### config.mk
export PLATFORM = sky130hd
export DESIGN_NAME = terminal_key_sequence_encoder
export DESIGN_NICKNAME = d
export VERILOG_FILES = /design/src/sv/tkse_pkg.sv /design/src/sv/tkse_front.sv /design/src/sv/tkse_queue.sv /design/src/sv/tkse_back.sv /design/src/sv/terminal_key_sequence_encoder.sv
export SDC_FILE = /design/constraint.sdc
export NUM_CORES = 1
export LEC_CHECK = 0
export BUFFER_PORTS_ARGS = -buffer_cell sky130_fd_sc_hd__buf_2
export CORE_MARGIN = 4
export CORE_UTILIZATION = 43
export CTS_BUF_LIST = sky130_fd_sc_hd__clkbuf_4
export CTS_CLUSTER_DIAMETER = 150
export CTS_CLUSTER_SIZE = 28
export DETAILED_ROUTE_END_ITERATION = 10
export PLACE_DENSITY = 0.65
export SLEW_MARGIN = 40
export SYNTH_ARGS = -nofsm -noshare
export SYNTH_HDL_FRONTEND = slang
export SYNTH_SLANG_ARGS = --single-unit
### constraint.sdc
create_clock -name clock -period 8.8 [get_ports clock]
set_clock_uncertainty 0.2 [all_clocks]
set_input_delay 0.44 -clock clock [delete_from_list [all_inputs] [get_ports clock]]
set_output_delay 0.44 -clock clock [all_outputs]
set_load 0.01 [all_outputs]
### src/sv/tkse_pkg.sv
// tkse_pkg: shared types and constants of the terminal key sequence encoder
// no dependencies; imported by every module of the block except tkse_checker
package tkse_pkg;

   localparam int KEYSYM_WIDTH = 29;
   localparam int TEXT_WIDTH   = 32;
   localparam int TLEN_WIDTH   = 3;
   localparam int MAX_BYTES    = 7;
   localparam int LEN_WIDTH    = 3;
   localparam int CSR_IDX_WIDTH = 2;

   // register indexes of the configuration port
   localparam logic [CSR_IDX_WIDTH-1:0] CSR_CURSOR_SS3   = 2'd0;
   localparam logic [CSR_IDX_WIDTH-1:0] CSR_KEYPAD_SS3   = 2'd1;
   localparam logic [CSR_IDX_WIDTH-1:0] CSR_KEYMAP_READY = 2'd2;

   // bytes
   localparam logic [7:0] CH_ESC       = 8'h1B;
   localparam logic [7:0] CH_LBRACKET  = 8'h5B;
   localparam logic [7:0] CH_O         = 8'h4F;
   localparam logic [7:0] CH_ONE       = 8'h31;
   localparam logic [7:0] CH_ZERO      = 8'h30;
   localparam logic [7:0] CH_SEMI      = 8'h3B;
   localparam logic [7:0] CH_TILDE     = 8'h7E;
   localparam logic [7:0] CH_CR        = 8'h0D;
   localparam logic [7:0] CH_TAB       = 8'h09;
   localparam logic [7:0] CH_DEL       = 8'h7F;
   localparam logic [7:0] CH_PRINT_MIN = 8'h20;
   localparam logic [7:0] CH_NON_ASCII = 8'h80;
   localparam logic [7:0] CH_FS        = 8'h1C;
   localparam logic [7:0] CH_GS        = 8'h1D;
   localparam logic [7:0] CH_RS        = 8'h1E;
   localparam logic [7:0] CH_US        = 8'h1F;
   localparam logic [7:0] CH_NUL       = 8'h00;
   localparam logic [7:0] FIN_A        = 8'h41;
   localparam logic [7:0] FIN_B        = 8'h42;
   localparam logic [7:0] FIN_C        = 8'h43;
   localparam logic [7:0] FIN_D        = 8'h44;
   localparam logic [7:0] FIN_F        = 8'h46;
   localparam logic [7:0] FIN_H        = 8'h48;
   localparam logic [7:0] FIN_P        = 8'h50;
   localparam logic [7:0] FIN_Q        = 8'h51;
   localparam logic [7:0] FIN_R        = 8'h52;
   localparam logic [7:0] FIN_S        = 8'h53;
   localparam logic [7:0] FIN_Z        = 8'h5A;
   localparam logic [7:0] KP_FIN_ENTER = 8'h4D;
   localparam logic [7:0] KP_FIN_MULT  = 8'h6A;
   localparam logic [7:0] KP_FIN_ADD   = 8'h6B;
   localparam logic [7:0] KP_FIN_SEP   = 8'h6C;
   localparam logic [7:0] KP_FIN_SUB   = 8'h6D;
   localparam logic [7:0] KP_FIN_DEC   = 8'h6E;
   localparam logic [7:0] KP_FIN_DIV   = 8'h6F;
   localparam logic [7:0] KP_FIN_DIGIT = 8'h70;

   // keysyms
   localparam logic [KEYSYM_WIDTH-1:0] KS_BACKSPACE = 29'hFF08;
   localparam logic [KEYSYM_WIDTH-1:0] KS_TAB       = 29'hFF09;
   localparam logic [KEYSYM_WIDTH-1:0] KS_RETURN    = 29'hFF0D;
   localparam logic [KEYSYM_WIDTH-1:0] KS_ESCAPE    = 29'hFF1B;
   localparam logic [KEYSYM_WIDTH-1:0] KS_HOME      = 29'hFF50;
   localparam logic [KEYSYM_WIDTH-1:0] KS_LEFT      = 29'hFF51;
   localparam logic [KEYSYM_WIDTH-1:0] KS_UP        = 29'hFF52;
   localparam logic [KEYSYM_WIDTH-1:0] KS_RIGHT     = 29'hFF53;
   localparam logic [KEYSYM_WIDTH-1:0] KS_DOWN      = 29'hFF54;
   localparam logic [KEYSYM_WIDTH-1:0] KS_PRIOR     = 29'hFF55;
   localparam logic [KEYSYM_WIDTH-1:0] KS_NEXT      = 29'hFF56;
   localparam logic [KEYSYM_WIDTH-1:0] KS_END       = 29'hFF57;
   localparam logic [KEYSYM_WIDTH-1:0] KS_INSERT    = 29'hFF63;
   localparam logic [KEYSYM_WIDTH-1:0] KS_KP_ENTER  = 29'hFF8D;
   localparam logic [KEYSYM_WIDTH-1:0] KS_KP_MULT   = 29'hFFAA;
   localparam logic [KEYSYM_WIDTH-1:0] KS_KP_ADD    = 29'hFFAB;
   localparam logic [KEYSYM_WIDTH-1:0] KS_KP_SEP    = 29'hFFAC;
   localparam logic [KEYSYM_WIDTH-1:0] KS_KP_SUB    = 29'hFFAD;
   localparam logic [KEYSYM_WIDTH-1:0] KS_KP_DEC    = 29'hFFAE;
   localparam logic [KEYSYM_WIDTH-1:0] KS_KP_DIV    = 29'hFFAF;
   localparam logic [KEYSYM_WIDTH-1:0] KS_KP_0      = 29'hFFB0;
   localparam logic [KEYSYM_WIDTH-1:0] KS_KP_9      = 29'hFFB9;
   localparam logic [KEYSYM_WIDTH-1:0] KS_F1        = 29'hFFBE;
   localparam logic [KEYSYM_WIDTH-1:0] KS_F2        = 29'hFFBF;
   localparam logic [KEYSYM_WIDTH-1:0] KS_F3        = 29'hFFC0;
   localparam logic [KEYSYM_WIDTH-1:0] KS_F4        = 29'hFFC1;
   localparam logic [KEYSYM_WIDTH-1:0] KS_F5        = 29'hFFC2;
   localparam logic [KEYSYM_WIDTH-1:0] KS_F6        = 29'hFFC3;
   localparam logic [KEYSYM_WIDTH-1:0] KS_F7        = 29'hFFC4;
   localparam logic [KEYSYM_WIDTH-1:0] KS_F8        = 29'hFFC5;
   localparam logic [KEYSYM_WIDTH-1:0] KS_F9        = 29'hFFC6;
   localparam logic [KEYSYM_WIDTH-1:0] KS_F10       = 29'hFFC7;
   localparam logic [KEYSYM_WIDTH-1:0] KS_F11       = 29'hFFC8;
   localparam logic [KEYSYM_WIDTH-1:0] KS_F12       = 29'hFFC9;
   localparam logic [KEYSYM_WIDTH-1:0] KS_DELETE    = 29'hFFFF;
   localparam logic [KEYSYM_WIDTH-1:0] KS_LOWER_A   = 29'h61;
   localparam logic [KEYSYM_WIDTH-1:0] KS_LOWER_Z   = 29'h7A;
   localparam logic [KEYSYM_WIDTH-1:0] KS_UPPER_A   = 29'h41;
   localparam logic [KEYSYM_WIDTH-1:0] KS_UPPER_Z   = 29'h5A;
   localparam logic [KEYSYM_WIDTH-1:0] KS_BRACKETL  = 29'h5B;
   localparam logic [KEYSYM_WIDTH-1:0] KS_BACKSLASH = 29'h5C;
   localparam logic [KEYSYM_WIDTH-1:0] KS_BRACKETR  = 29'h5D;
   localparam logic [KEYSYM_WIDTH-1:0] KS_CARET     = 29'h5E;
   localparam logic [KEYSYM_WIDTH-1:0] KS_UNDERSCORE = 29'h5F;
   localparam logic [KEYSYM_WIDTH-1:0] KS_SPACE     = 29'h20;

   // configuration seen by the front end
   typedef struct packed {
      logic cursor_ss3;
      logic keypad_ss3;
      logic keymap_ready;
   } cfg_type;

   // one encoded key sequence, first byte in data[0]
   typedef struct packed {
      logic [MAX_BYTES-1:0][7:0] data;
      logic [LEN_WIDTH-1:0]      len;
   } seq_type;

endpackage

### src/sv/tkse_front.sv
// tkse_front: accepts key events and encodes each into one byte sequence
// depends on tkse_pkg
module tkse_front (
   input  logic                               req_push,
   input  logic [tkse_pkg::KEYSYM_WIDTH-1:0]  req_keysym,
   input  logic                               req_pressed,
   input  logic                               req_ctrl_held,
   input  logic                               req_shift_held,
   input  logic                               req_alt_held,
   input  logic [tkse_pkg::TEXT_WIDTH-1:0]    req_text_bytes,
   input  logic [tkse_pkg::TLEN_WIDTH-1:0]    req_text_len,
   input  tkse_pkg::cfg_type                  cfg,
   input  logic                               q_full,
   output logic                               q_push,
   output tkse_pkg::seq_type                  q_seq
);
   import tkse_pkg::*;

   function automatic seq_type put3(logic [7:0] mid, logic [7:0] fin);
      seq_type s;
      s = '0;
      s.data[0] = CH_ESC;
      s.data[1] = mid;
      s.data[2] = fin;
      s.len = 3'd3;
      return s;
   endfunction

   function automatic seq_type put_csi1(logic [7:0] fin, logic [7:0] mdig);
      seq_type s;
      s = '0;
      s.data[0] = CH_ESC;
      s.data[1] = CH_LBRACKET;
      s.data[2] = CH_ONE;
      s.data[3] = CH_SEMI;
      s.data[4] = mdig;
      s.data[5] = fin;
      s.len = 3'd6;
      return s;
   endfunction

   function automatic seq_type put_tilde(logic [3:0] tens, logic [3:0] ones,
                                         logic has_mod, logic [7:0] mdig);
      seq_type s;
      logic [2:0] n;
      s = '0;
      s.data[0] = CH_ESC;
      s.data[1] = CH_LBRACKET;
      n = 3'd2;
      if (tens != 4'd0) begin
         s.data[n] = CH_ZERO + {4'd0, tens};
         n = n + 3'd1;
      end
      s.data[n] = CH_ZERO + {4'd0, ones};
      n = n + 3'd1;
      if (has_mod) begin
         s.data[n] = CH_SEMI;
         s.data[n + 3'd1] = mdig;
         n = n + 3'd2;
      end
      s.data[n] = CH_TILDE;
      s.len = n + 3'd1;
      return s;
   endfunction

   function automatic seq_type put_pref(logic alt, logic [7:0] c);
      seq_type s;
      s = '0;
      if (alt) begin
         s.data[0] = CH_ESC;
         s.data[1] = c;
         s.len = 3'd2;
      end else begin
         s.data[0] = c;
         s.len = 3'd1;
      end
      return s;
   endfunction

   logic [3:0]  mod_num;
   logic [7:0]  mod_dig;
   logic        has_mod;
   logic [7:0]  lead;
   logic [7:0]  kp_fin;
   seq_type     kp_seq;
   seq_type     spec_seq;
   logic        spec_hit;
   seq_type     ctrl_seq;
   logic        ctrl_hit;
   seq_type     text_seq;
   logic [2:0]  tlen;
   logic [7:0]  byte0;
   seq_type     enc_seq;

   // modifier number 1 + shift + 2*alt + 4*ctrl
   assign mod_num = {1'b0, req_ctrl_held, req_alt_held, req_shift_held} + 4'd1;
   assign mod_dig = CH_ZERO + {4'd0, mod_num};
   assign has_mod = req_ctrl_held | req_alt_held | req_shift_held;
   assign lead    = cfg.cursor_ss3 ? CH_O : CH_LBRACKET;

   // application keypad finals
   always_comb begin
      kp_fin = CH_NUL;
      if (req_keysym >= KS_KP_0 && req_keysym <= KS_KP_9) begin
         kp_fin = KP_FIN_DIGIT + {4'd0, req_keysym[3:0]};
      end else begin
         unique case (req_keysym)
            KS_KP_DEC:   kp_fin = KP_FIN_DEC;
            KS_KP_SEP:   kp_fin = KP_FIN_SEP;
            KS_KP_ADD:   kp_fin = KP_FIN_ADD;
            KS_KP_SUB:   kp_fin = KP_FIN_SUB;
            KS_KP_MULT:  kp_fin = KP_FIN_MULT;
            KS_KP_DIV:   kp_fin = KP_FIN_DIV;
            KS_KP_ENTER: kp_fin = KP_FIN_ENTER;
            default:     kp_fin = CH_NUL;
         endcase
      end
      kp_seq = put3(CH_O, kp_fin);
   end

   // named special keys
   always_comb begin
      spec_hit = 1'b1;
      spec_seq = '0;
      unique case (req_keysym)
         KS_RETURN, KS_KP_ENTER: spec_seq = put_pref(req_alt_held, CH_CR);
         KS_BACKSPACE:           spec_seq = put_pref(req_alt_held, CH_DEL);
         KS_TAB: begin
            if (req_shift_held) spec_seq = put3(CH_LBRACKET, FIN_Z);
            else                spec_seq = put_pref(req_alt_held, CH_TAB);
         end
         KS_ESCAPE: spec_seq = put_pref(1'b0, CH_ESC);
         KS_UP:    spec_seq = has_mod ? put_csi1(FIN_A, mod_dig) : put3(lead, FIN_A);
         KS_DOWN:  spec_seq = has_mod ? put_csi1(FIN_B, mod_dig) : put3(lead, FIN_B);
         KS_RIGHT: spec_seq = has_mod ? put_csi1(FIN_C, mod_dig) : put3(lead, FIN_C);
         KS_LEFT:  spec_seq = has_mod ? put_csi1(FIN_D, mod_dig) : put3(lead, FIN_D);
         KS_HOME:  spec_seq = has_mod ? put_csi1(FIN_H, mod_dig) : put3(lead, FIN_H);
         KS_END:   spec_seq = has_mod ? put_csi1(FIN_F, mod_dig) : put3(lead, FIN_F);
         KS_PRIOR:  spec_seq = put_tilde(4'd0, 4'd5, has_mod, mod_dig);
         KS_NEXT:   spec_seq = put_tilde(4'd0, 4'd6, has_mod, mod_dig);
         KS_INSERT: spec_seq = put_tilde(4'd0, 4'd2, has_mod, mod_dig);
         KS_DELETE: spec_seq = put_tilde(4'd0, 4'd3, has_mod, mod_dig);
         KS_F1: spec_seq = has_mod ? put_csi1(FIN_P, mod_dig) : put3(CH_O, FIN_P);
         KS_F2: spec_seq = has_mod ? put_csi1(FIN_Q, mod_dig) : put3(CH_O, FIN_Q);
         KS_F3: spec_seq = has_mod ? put_csi1(FIN_R, mod_dig) : put3(CH_O, FIN_R);
         KS_F4: spec_seq = has_mod ? put_csi1(FIN_S, mod_dig) : put3(CH_O, FIN_S);
         KS_F5:  spec_seq = put_tilde(4'd1, 4'd5, has_mod, mod_dig);
         KS_F6:  spec_seq = put_tilde(4'd1, 4'd7, has_mod, mod_dig);
         KS_F7:  spec_seq = put_tilde(4'd1, 4'd8, has_mod, mod_dig);
         KS_F8:  spec_seq = put_tilde(4'd1, 4'd9, has_mod, mod_dig);
         KS_F9:  spec_seq = put_tilde(4'd2, 4'd0, has_mod, mod_dig);
         KS_F10: spec_seq = put_tilde(4'd2, 4'd1, has_mod, mod_dig);
         KS_F11: spec_seq = put_tilde(4'd2, 4'd3, has_mod, mod_dig);
         KS_F12: spec_seq = put_tilde(4'd2, 4'd4, has_mod, mod_dig);
         default: spec_hit = 1'b0;
      endcase
   end

   // control codes
   always_comb begin
      ctrl_hit = 1'b1;
      ctrl_seq = '0;
      if (req_keysym >= KS_LOWER_A && req_keysym <= KS_LOWER_Z) begin
         ctrl_seq = put_pref(req_alt_held, req_keysym[7:0] - 8'h60);
      end else if (req_keysym >= KS_UPPER_A && req_keysym <= KS_UPPER_Z) begin
         ctrl_seq = put_pref(req_alt_held, req_keysym[7:0] - 8'h40);
      end else begin
         unique case (req_keysym)
            KS_BRACKETL:   ctrl_seq = put_pref(1'b0, CH_ESC);
            KS_BACKSLASH:  ctrl_seq = put_pref(1'b0, CH_FS);
            KS_BRACKETR:   ctrl_seq = put_pref(1'b0, CH_GS);
            KS_CARET:      ctrl_seq = put_pref(1'b0, CH_RS);
            KS_UNDERSCORE: ctrl_seq = put_pref(1'b0, CH_US);
            KS_SPACE:      ctrl_seq = put_pref(1'b0, CH_NUL);
            default:       ctrl_hit = 1'b0;
         endcase
      end
   end

   // plain text, length saturated to four
   assign tlen  = (req_text_len > 3'd4) ? 3'd4 : req_text_len;
   assign byte0 = req_text_bytes[7:0];

   always_comb begin
      text_seq = '0;
      if (tlen == 3'd0 || byte0 < CH_PRINT_MIN) begin
         text_seq.len = 3'd0;
      end else if (req_alt_held && tlen == 3'd1 && byte0 < CH_NON_ASCII) begin
         text_seq = put_pref(1'b1, byte0);
      end else begin
         text_seq.data[3:0] = req_text_bytes;
         text_seq.len = tlen;
      end
   end

   always_comb begin
      priority if (!cfg.keymap_ready || !req_pressed) begin
         enc_seq = '0;
      end else if (cfg.keypad_ss3 && kp_fin != CH_NUL) begin
         enc_seq = kp_seq;
      end else if (spec_hit) begin
         enc_seq = spec_seq;
      end else if (req_ctrl_held && ctrl_hit) begin
         enc_seq = ctrl_seq;
      end else begin
         enc_seq = text_seq;
      end
   end

   // events that encode to nothing are dropped here
   assign q_push = req_push && !q_full && enc_seq.len != 3'd0;
   assign q_seq  = enc_seq;

endmodule

### src/sv/tkse_queue.sv
// tkse_queue: short queue of encoded sequences between front and back end
// depends on tkse_pkg
module tkse_queue #(
   parameter int DEPTH = 2
) (
   input  logic              clock,
   input  logic              reset,
   input  logic              push,
   input  tkse_pkg::seq_type push_seq,
   output logic              full,
   input  logic              pop,
   output logic              avail,
   output tkse_pkg::seq_type head_seq
);
   import tkse_pkg::*;

   localparam int PTR_W = $clog2(DEPTH);
   localparam int CNT_W = $clog2(DEPTH + 1);

   seq_type             mem_ff [DEPTH];
   logic [PTR_W-1:0]    wr_ptr_ff, wr_ptr_in;
   logic [PTR_W-1:0]    rd_ptr_ff, rd_ptr_in;
   logic [CNT_W-1:0]    count_ff, count_in;
   logic                do_push, do_pop;

   assign full     = count_ff == CNT_W'(DEPTH);
   assign avail    = count_ff != '0;
   assign head_seq = mem_ff[rd_ptr_ff];
   assign do_push  = push && !full;
   assign do_pop   = pop && avail;

   always_comb begin
      wr_ptr_in = wr_ptr_ff;
      rd_ptr_in = rd_ptr_ff;
      count_in  = count_ff;
      if (do_push) begin
         wr_ptr_in = (wr_ptr_ff == PTR_W'(DEPTH - 1)) ? '0 : wr_ptr_ff + 1'b1;
      end
      if (do_pop) begin
         rd_ptr_in = (rd_ptr_ff == PTR_W'(DEPTH - 1)) ? '0 : rd_ptr_ff + 1'b1;
      end
      if (do_push && !do_pop) count_in = count_ff + 1'b1;
      else if (!do_push && do_pop) count_in = count_ff - 1'b1;
   end

   always_ff @(posedge clock) begin
      if (reset) begin
         wr_ptr_ff <= '0;
         rd_ptr_ff <= '0;
         count_ff  <= '0;
      end else begin
         wr_ptr_ff <= wr_ptr_in;
         rd_ptr_ff <= rd_ptr_in;
         count_ff  <= count_in;
      end
   end

   always_ff @(posedge clock) begin
      if (do_push) begin
         mem_ff[wr_ptr_ff] <= push_seq;
      end
   end

endmodule

### src/sv/tkse_back.sv
// tkse_back: serializes queued sequences into the result register, one byte per
// cycle while that register is empty or popped; depends on tkse_pkg
module tkse_back (
   input  logic              clock,
   input  logic              reset,
   input  logic              q_avail,
   input  tkse_pkg::seq_type q_seq,
   output logic              q_pop,
   output logic              rsp_empty,
   input  logic              rsp_pop,
   output logic [7:0]        rsp_out_byte,
   output logic              rsp_last_byte
);
   import tkse_pkg::*;

   logic                          cur_valid_ff, cur_valid_in;
   logic [MAX_BYTES-1:0][7:0]     cur_data_ff, cur_data_in;
   logic [LEN_WIDTH-1:0]          cur_remain_ff, cur_remain_in;
   logic                          out_valid_ff, out_valid_in;
   logic [7:0]                    out_byte_ff, out_byte_in;
   logic                          out_last_ff, out_last_in;
   logic                          out_free, emit, cur_done;

   assign out_free = !out_valid_ff || rsp_pop;
   assign emit     = cur_valid_ff && out_free;
   assign cur_done = emit && cur_remain_ff == LEN_WIDTH'(1);
   assign q_pop    = q_avail && (!cur_valid_ff || cur_done);

   always_comb begin
      cur_valid_in  = cur_valid_ff;
      cur_data_in   = cur_data_ff;
      cur_remain_in = cur_remain_ff;
      if (q_pop) begin
         cur_valid_in  = 1'b1;
         cur_data_in   = q_seq.data;
         cur_remain_in = q_seq.len;
      end else if (emit) begin
         cur_valid_in  = !cur_done;
         cur_data_in   = cur_data_ff >> 8;
         cur_remain_in = cur_remain_ff - 1'b1;
      end
   end

   always_comb begin
      out_valid_in = out_valid_ff;
      out_byte_in  = out_byte_ff;
      out_last_in  = out_last_ff;
      if (emit) begin
         out_valid_in = 1'b1;
         out_byte_in  = cur_data_ff[0];
         out_last_in  = cur_remain_ff == LEN_WIDTH'(1);
      end else if (rsp_pop) begin
         out_valid_in = 1'b0;
      end
   end

   always_ff @(posedge clock) begin
      if (reset) begin
         cur_valid_ff <= 1'b0;
         out_valid_ff <= 1'b0;
      end else begin
         cur_valid_ff <= cur_valid_in;
         out_valid_ff <= out_valid_in;
      end
   end

   always_ff @(posedge clock) begin
      cur_data_ff   <= cur_data_in;
      cur_remain_ff <= cur_remain_in;
      out_byte_ff   <= out_byte_in;
      out_last_ff   <= out_last_in;
   end

   assign rsp_empty     = !out_valid_ff;
   assign rsp_out_byte  = out_byte_ff;
   assign rsp_last_byte = out_last_ff;

endmodule

### src/sv/terminal_key_sequence_encoder.sv
// terminal_key_sequence_encoder: top level, key events in, terminal bytes out
// depends on tkse_pkg, tkse_front, tkse_queue, tkse_back
//
//   channel   handshake              payload
//   req       push / full            keysym, pressed, modifiers, text_bytes, text_len
//   rsp       empty / pop            out_byte, last_byte
//   csr       valid / ready          index, wdata
//
// the front end encodes an event in the cycle it is accepted and writes the
// whole sequence (one to seven bytes) into the queue; events that give no bytes
// are accepted and dropped. a new event is taken every cycle while the queue
// has room. the back end drains one byte per cycle while rsp is popped; the
// first byte passes the queue, the serializer and the result register before
// it shows. reset clears queue, serializer, result and config registers.
// a stalled rsp holds its byte; the queue then fills and raises full.
module terminal_key_sequence_encoder #(
   parameter int QUEUE_DEPTH = 2
) (
   input  logic                                  clock,
   input  logic                                  reset,
   // event channel
   input  logic                                  req_push,
   output logic                                  req_full,
   input  logic [tkse_pkg::KEYSYM_WIDTH-1:0]     req_keysym,
   input  logic                                  req_pressed,
   input  logic                                  req_ctrl_held,
   input  logic                                  req_shift_held,
   input  logic                                  req_alt_held,
   input  logic [tkse_pkg::TEXT_WIDTH-1:0]       req_text_bytes,
   input  logic [tkse_pkg::TLEN_WIDTH-1:0]       req_text_len,
   // byte channel
   output logic                                  rsp_empty,
   input  logic                                  rsp_pop,
   output logic [7:0]                            rsp_out_byte,
   output logic                                  rsp_last_byte,
   // configuration writes
   input  logic                                  csr_valid,
   output logic                                  csr_ready,
   input  logic [tkse_pkg::CSR_IDX_WIDTH-1:0]    csr_index,
   input  logic                                  csr_wdata
);
   import tkse_pkg::*;

   logic     cursor_ss3_ff, cursor_ss3_in;
   logic     keypad_ss3_ff, keypad_ss3_in;
   logic     keymap_ready_ff, keymap_ready_in;
   cfg_type  cfg;
   logic     q_push, q_full, q_pop, q_avail;
   seq_type  push_seq, head_seq;

   // config registers, always ready; unknown indexes are ignored
   assign csr_ready = 1'b1;

   always_comb begin
      cursor_ss3_in   = cursor_ss3_ff;
      keypad_ss3_in   = keypad_ss3_ff;
      keymap_ready_in = keymap_ready_ff;
      if (csr_valid) begin
         unique case (csr_index)
            CSR_CURSOR_SS3:   cursor_ss3_in   = csr_wdata;
            CSR_KEYPAD_SS3:   keypad_ss3_in   = csr_wdata;
            CSR_KEYMAP_READY: keymap_ready_in = csr_wdata;
            default:          ;
         endcase
      end
   end

   always_ff @(posedge clock) begin
      if (reset) begin
         cursor_ss3_ff   <= 1'b0;
         keypad_ss3_ff   <= 1'b0;
         keymap_ready_ff <= 1'b0;
      end else begin
         cursor_ss3_ff   <= cursor_ss3_in;
         keypad_ss3_ff   <= keypad_ss3_in;
         keymap_ready_ff <= keymap_ready_in;
      end
   end

   assign cfg.cursor_ss3   = cursor_ss3_ff;
   assign cfg.keypad_ss3   = keypad_ss3_ff;
   assign cfg.keymap_ready = keymap_ready_ff;

   // event acceptance follows queue space only
   assign req_full = q_full;

   tkse_front u_front (
      .req_push       (req_push),
      .req_keysym     (req_keysym),
      .req_pressed    (req_pressed),
      .req_ctrl_held  (req_ctrl_held),
      .req_shift_held (req_shift_held),
      .req_alt_held   (req_alt_held),
      .req_text_bytes (req_text_bytes),
      .req_text_len   (req_text_len),
      .cfg            (cfg),
      .q_full         (q_full),
      .q_push         (q_push),
      .q_seq          (push_seq)
   );

   tkse_queue #(
      .DEPTH (QUEUE_DEPTH)
   ) u_queue (
      .clock    (clock),
      .reset    (reset),
      .push     (q_push),
      .push_seq (push_seq),
      .full     (q_full),
      .pop      (q_pop),
      .avail    (q_avail),
      .head_seq (head_seq)
   );

   tkse_back u_back (
      .clock         (clock),
      .reset         (reset),
      .q_avail       (q_avail),
      .q_seq         (head_seq),
      .q_pop         (q_pop),
      .rsp_empty     (rsp_empty),
      .rsp_pop       (rsp_pop),
      .rsp_out_byte  (rsp_out_byte),
      .rsp_last_byte (rsp_last_byte)
   );

endmodule

==> results.toml <==
[status]
status = "finished clean"

[routing]
post_drt_wl_per_cell_um = 19.41
vias = 6872
dr.first_iter.drc_count = 783
vias_per_cell = 5.760
drc = 0
drt_pass1_iterations = 5
routed_wl_um = 23160
ant_nets = 0

[power]
p_sw_uw = 695.9
p_seq_share_pct = 53.1
p_int_mw = 1.487
leakagePower_nw = 3.422
finalPower_mw = 2.183
clockPowerShare_pct = 20.1
p_comb_share_pct = 26.8
p_per_area_nw_per_um2 = 220.1
switching_share_pct = 31.88
vdd_drop_max_v = 0.0001520

[floorplanning]
num_rows = 52
die_area_um2 = 23100
start_util_pct = 43.92
io_pins = 88
die_w_um = 152.0
coreArea_um2 = 20300
die_y_um = 152.0

[sta]
min_period_ps = 4119
clock.fmax_mhz = 242.8
worstMarginPinSlew_ps = 844.4
finalMaxSlewViolations = 0
hold_viol = 0
finalSetupViolations = 0
min_period_over_period_pct = 46.81
fin_setup_tns_ps = 0
grt_setup_unrepaired = "no"
slew_headroom_pct = 43.00

[final_layout]
drive_gt1_share_pct = 16.92
seq_area_um2 = 4916
finalNonFillerCells = 1193
fillers = 1854
fin_nets = 998
area_growth_pct = 11.25
multi_input_area_um2 = 3725

[yosys]
synth_edf_count = 157
yosys_warnings = 0
syn_avg_cell_area_um2 = 10.64
synth.yosys.seq_area_share_pct = 55.12
ys_top_cells_by_area = "edfxtp_1 53%, mux2i_1 6.0%, nand2_1 4.8%"
synth_top_area_share_pct = 52.88
netlist_top_cells_count = "157 x edfxtp_1, 113 x nand2_1, 80 x nor2_1"
yosysUniqueCellTypes = 80
async_flop_share_pct = 0
yosysTopAreaCell = "edfxtp_1"
yosysMostFrequentCell = "edfxtp_1"
synthFlopType = "edfxtp_1"
syn-num-nets = 927
ys_ff_latch = 167
syn_area_um2 = 8916
synthCells = 838

[clocking]
cts_num_sinks = 167
cts_buffer_depth = 2
clk_latency_ps = 530
cts_root_buffer = "clkbuf_4"
clkTransAtPathRegs_ps = 150
cts_setup_buffers = 0
cts-buffers-inserted = 17
cts_tree = "done"
h-tree-depth = 4

[global_routing]
grt-ovfl-total = 0
grt.total_usage_pct = 19.56
grt_pass1_wl_um = 36250
antenna_found_initial = 1
grt_pass1_vias = 6574
grt_max_degree = 84

[setup_path]
required_ps = 9070
endpoint_kind = "flop"
crit_type = "input port to flop"
crit_fanout = 23
r2r_start = "keypad_ss3_ff$_SDFFE_PP0P_"
startpoint_type = "input port"
critical_path.startpoint = "req_keysym[27]"
crit_arrival_ps = 4390

[placed_design]
gp_congestion = 0.9646
port_buffers = 86
dp_hpwl_um = 16620
dpl.cell_count = 1153

[run]
drv_cap = 0

[hold_path]
hold_path.class = "input port to flop"
hp-start = "csr_valid"
## kinds of logic after synthesis
| logic type | Yosys count | synth area share, % |
|---|---|---|
| flip-flops | 167 | 55.12 |
| other | 1 | 0.04206 |
| AND/OR/NAND/NOR | 317 | 17.47 |
| adder cells (fa/ha/maj) | 13 | 1.824 |
| XOR/XNOR | 7 | 0.6876 |
| buffers and inverters | 70 | 3.368 |
| multiplexers | 55 | 6.245 |
| AO/OA/AOI/OAI | 208 | 15.24 |
## path summary, 6_finish.rpt
| kind | cells after the start | slack, ps | to |
|---|---|---|---|
| worst max-delay path | 13 | 4680 | u_queue.count_ff[1]$_SDFFE_PP0P_ |
| worst min-delay path | 4 | 80 | keypad_ss3_ff$_SDFFE_PP0P_ |
| worst max register to register | 10 | 5230 | u_queue.count_ff[1]$_SDFFE_PP0P_ |
| worst min register to register | 0 | 240 | u_back.rsp_out_byte[2]$_DFFE_PP_ |
## power by group through the flow
| stage | combinational [mW] | sequential [mW] | clock, mW |
|---|---|---|---|
| after floorplan | 0.406 | 1.18 | 0 |
| after global placement | 0.579 | 1.17 | 0 |
| after detailed placement | 0.592 | 1.18 | 0 |
| after CTS | 0.595 | 1.16 | 0.452 |
| after global routing | 0.657 | 1.17 | 0.483 |
| final | 0.584 | 1.16 | 0.440 |
## flip-flops by register name (all words and copies together), names as in the netlist, named ones only
name	flops
u_queue.rd_ptr_ff	1
u_back.cur_valid_ff	1
cursor_ss3_ff	1
keypad_ss3_ff	1
u_queue.mem_ff	98
u_back.rsp_last_byte	1
keymap_ready_ff	1
u_queue.count_ff	2
u_back.cur_data_ff	47
u_back.cur_remain_ff	3
u_back.rsp_out_byte	8
u_back.out_valid_ff	1
u_queue.wr_ptr_ff	1
## per-stage QoR
stage / setup WS [ps] / hold WS, ps / cell area (um2) / util, %
after global placement: 4123 / 201.9 / 9544 / 47.02
after floorplan: 3349 / 200.3 / 8916 / -
final: 4681 / 79.35 / 9920 / 48.87
after global routing: 4416 / 54.26 / 9920 / 48.87
after detailed placement: 4112 / 206.5 / 9564 / 47.12
after CTS: 4708 / 24.79 / 9910 / 48.82
## repair_timing
action | in CTS | in global routing
endpoints found under the hold margin | 13 | 0
setup endpoints to repair | 0 | 0
hold buffers | 6 | 0
gates resized for setup | 0 | 0
## layout make-up
type                       count  area share [%]
multi-input combinational    601           37.55
clock inverter                14           1.514
inverter                      20          0.7568
tap                          270           3.406
sequential                   167           49.56
timing repair buffer         102           5.827
clock buffer                  18           1.362
antenna                        1         0.02523
## routing by layer
layer | part of all wire, % | vias to the layer above | wire [um] | GRT usage (%)
met5 | 0 | - | 0 | 0
met4 | 3.1 | 0 | 710 | 7.449
met3 | 6.0 | 41 | 1385 | 2.901
met2 | 48 | 287 | 11010 | 30.93
met1 | 43 | 3243 | 10060 | 27.42
li1 | - | 3301 | - | -
## cells in the final DEF (no fill, tap or decap), types with 6 or more instances in the layout
master,netlist,final
a31oi_1,11,11
a211oi_1,8,8
mux2i_1,53,53
clkbuf_4,0,18
nor2b_1,8,8
nand2_1,113,113
and2_1,10,10
buf_4,4,9
buf_2,12,86
nor2_1,80,78
and3_1,6,6
nand3_1,17,17
nand4_1,13,13
xor2_1,6,6
dlygate4sd3_1,0,6
inv_1,19,18
nor3_1,13,13
o22ai_1,11,11
o21ai_0,58,58
or3_1,6,6
edfxtp_1,157,157
dfxtp_1,10,9
ha_1,13,13
a21oi_1,57,57
## worst max-delay path: stages
cell	delay (ps)
buf_2	100
nor4_2	280
and4_1	340
nand3_2	410
or4_1	660
o2111ai_2	170
or2_1	430
a211oi_1	190
o31ai_4	440
inv_1	80
ha_1	320
or3_1	370
a21oi_1	150
No activity file was read; power rests on OpenSTA's default activity.
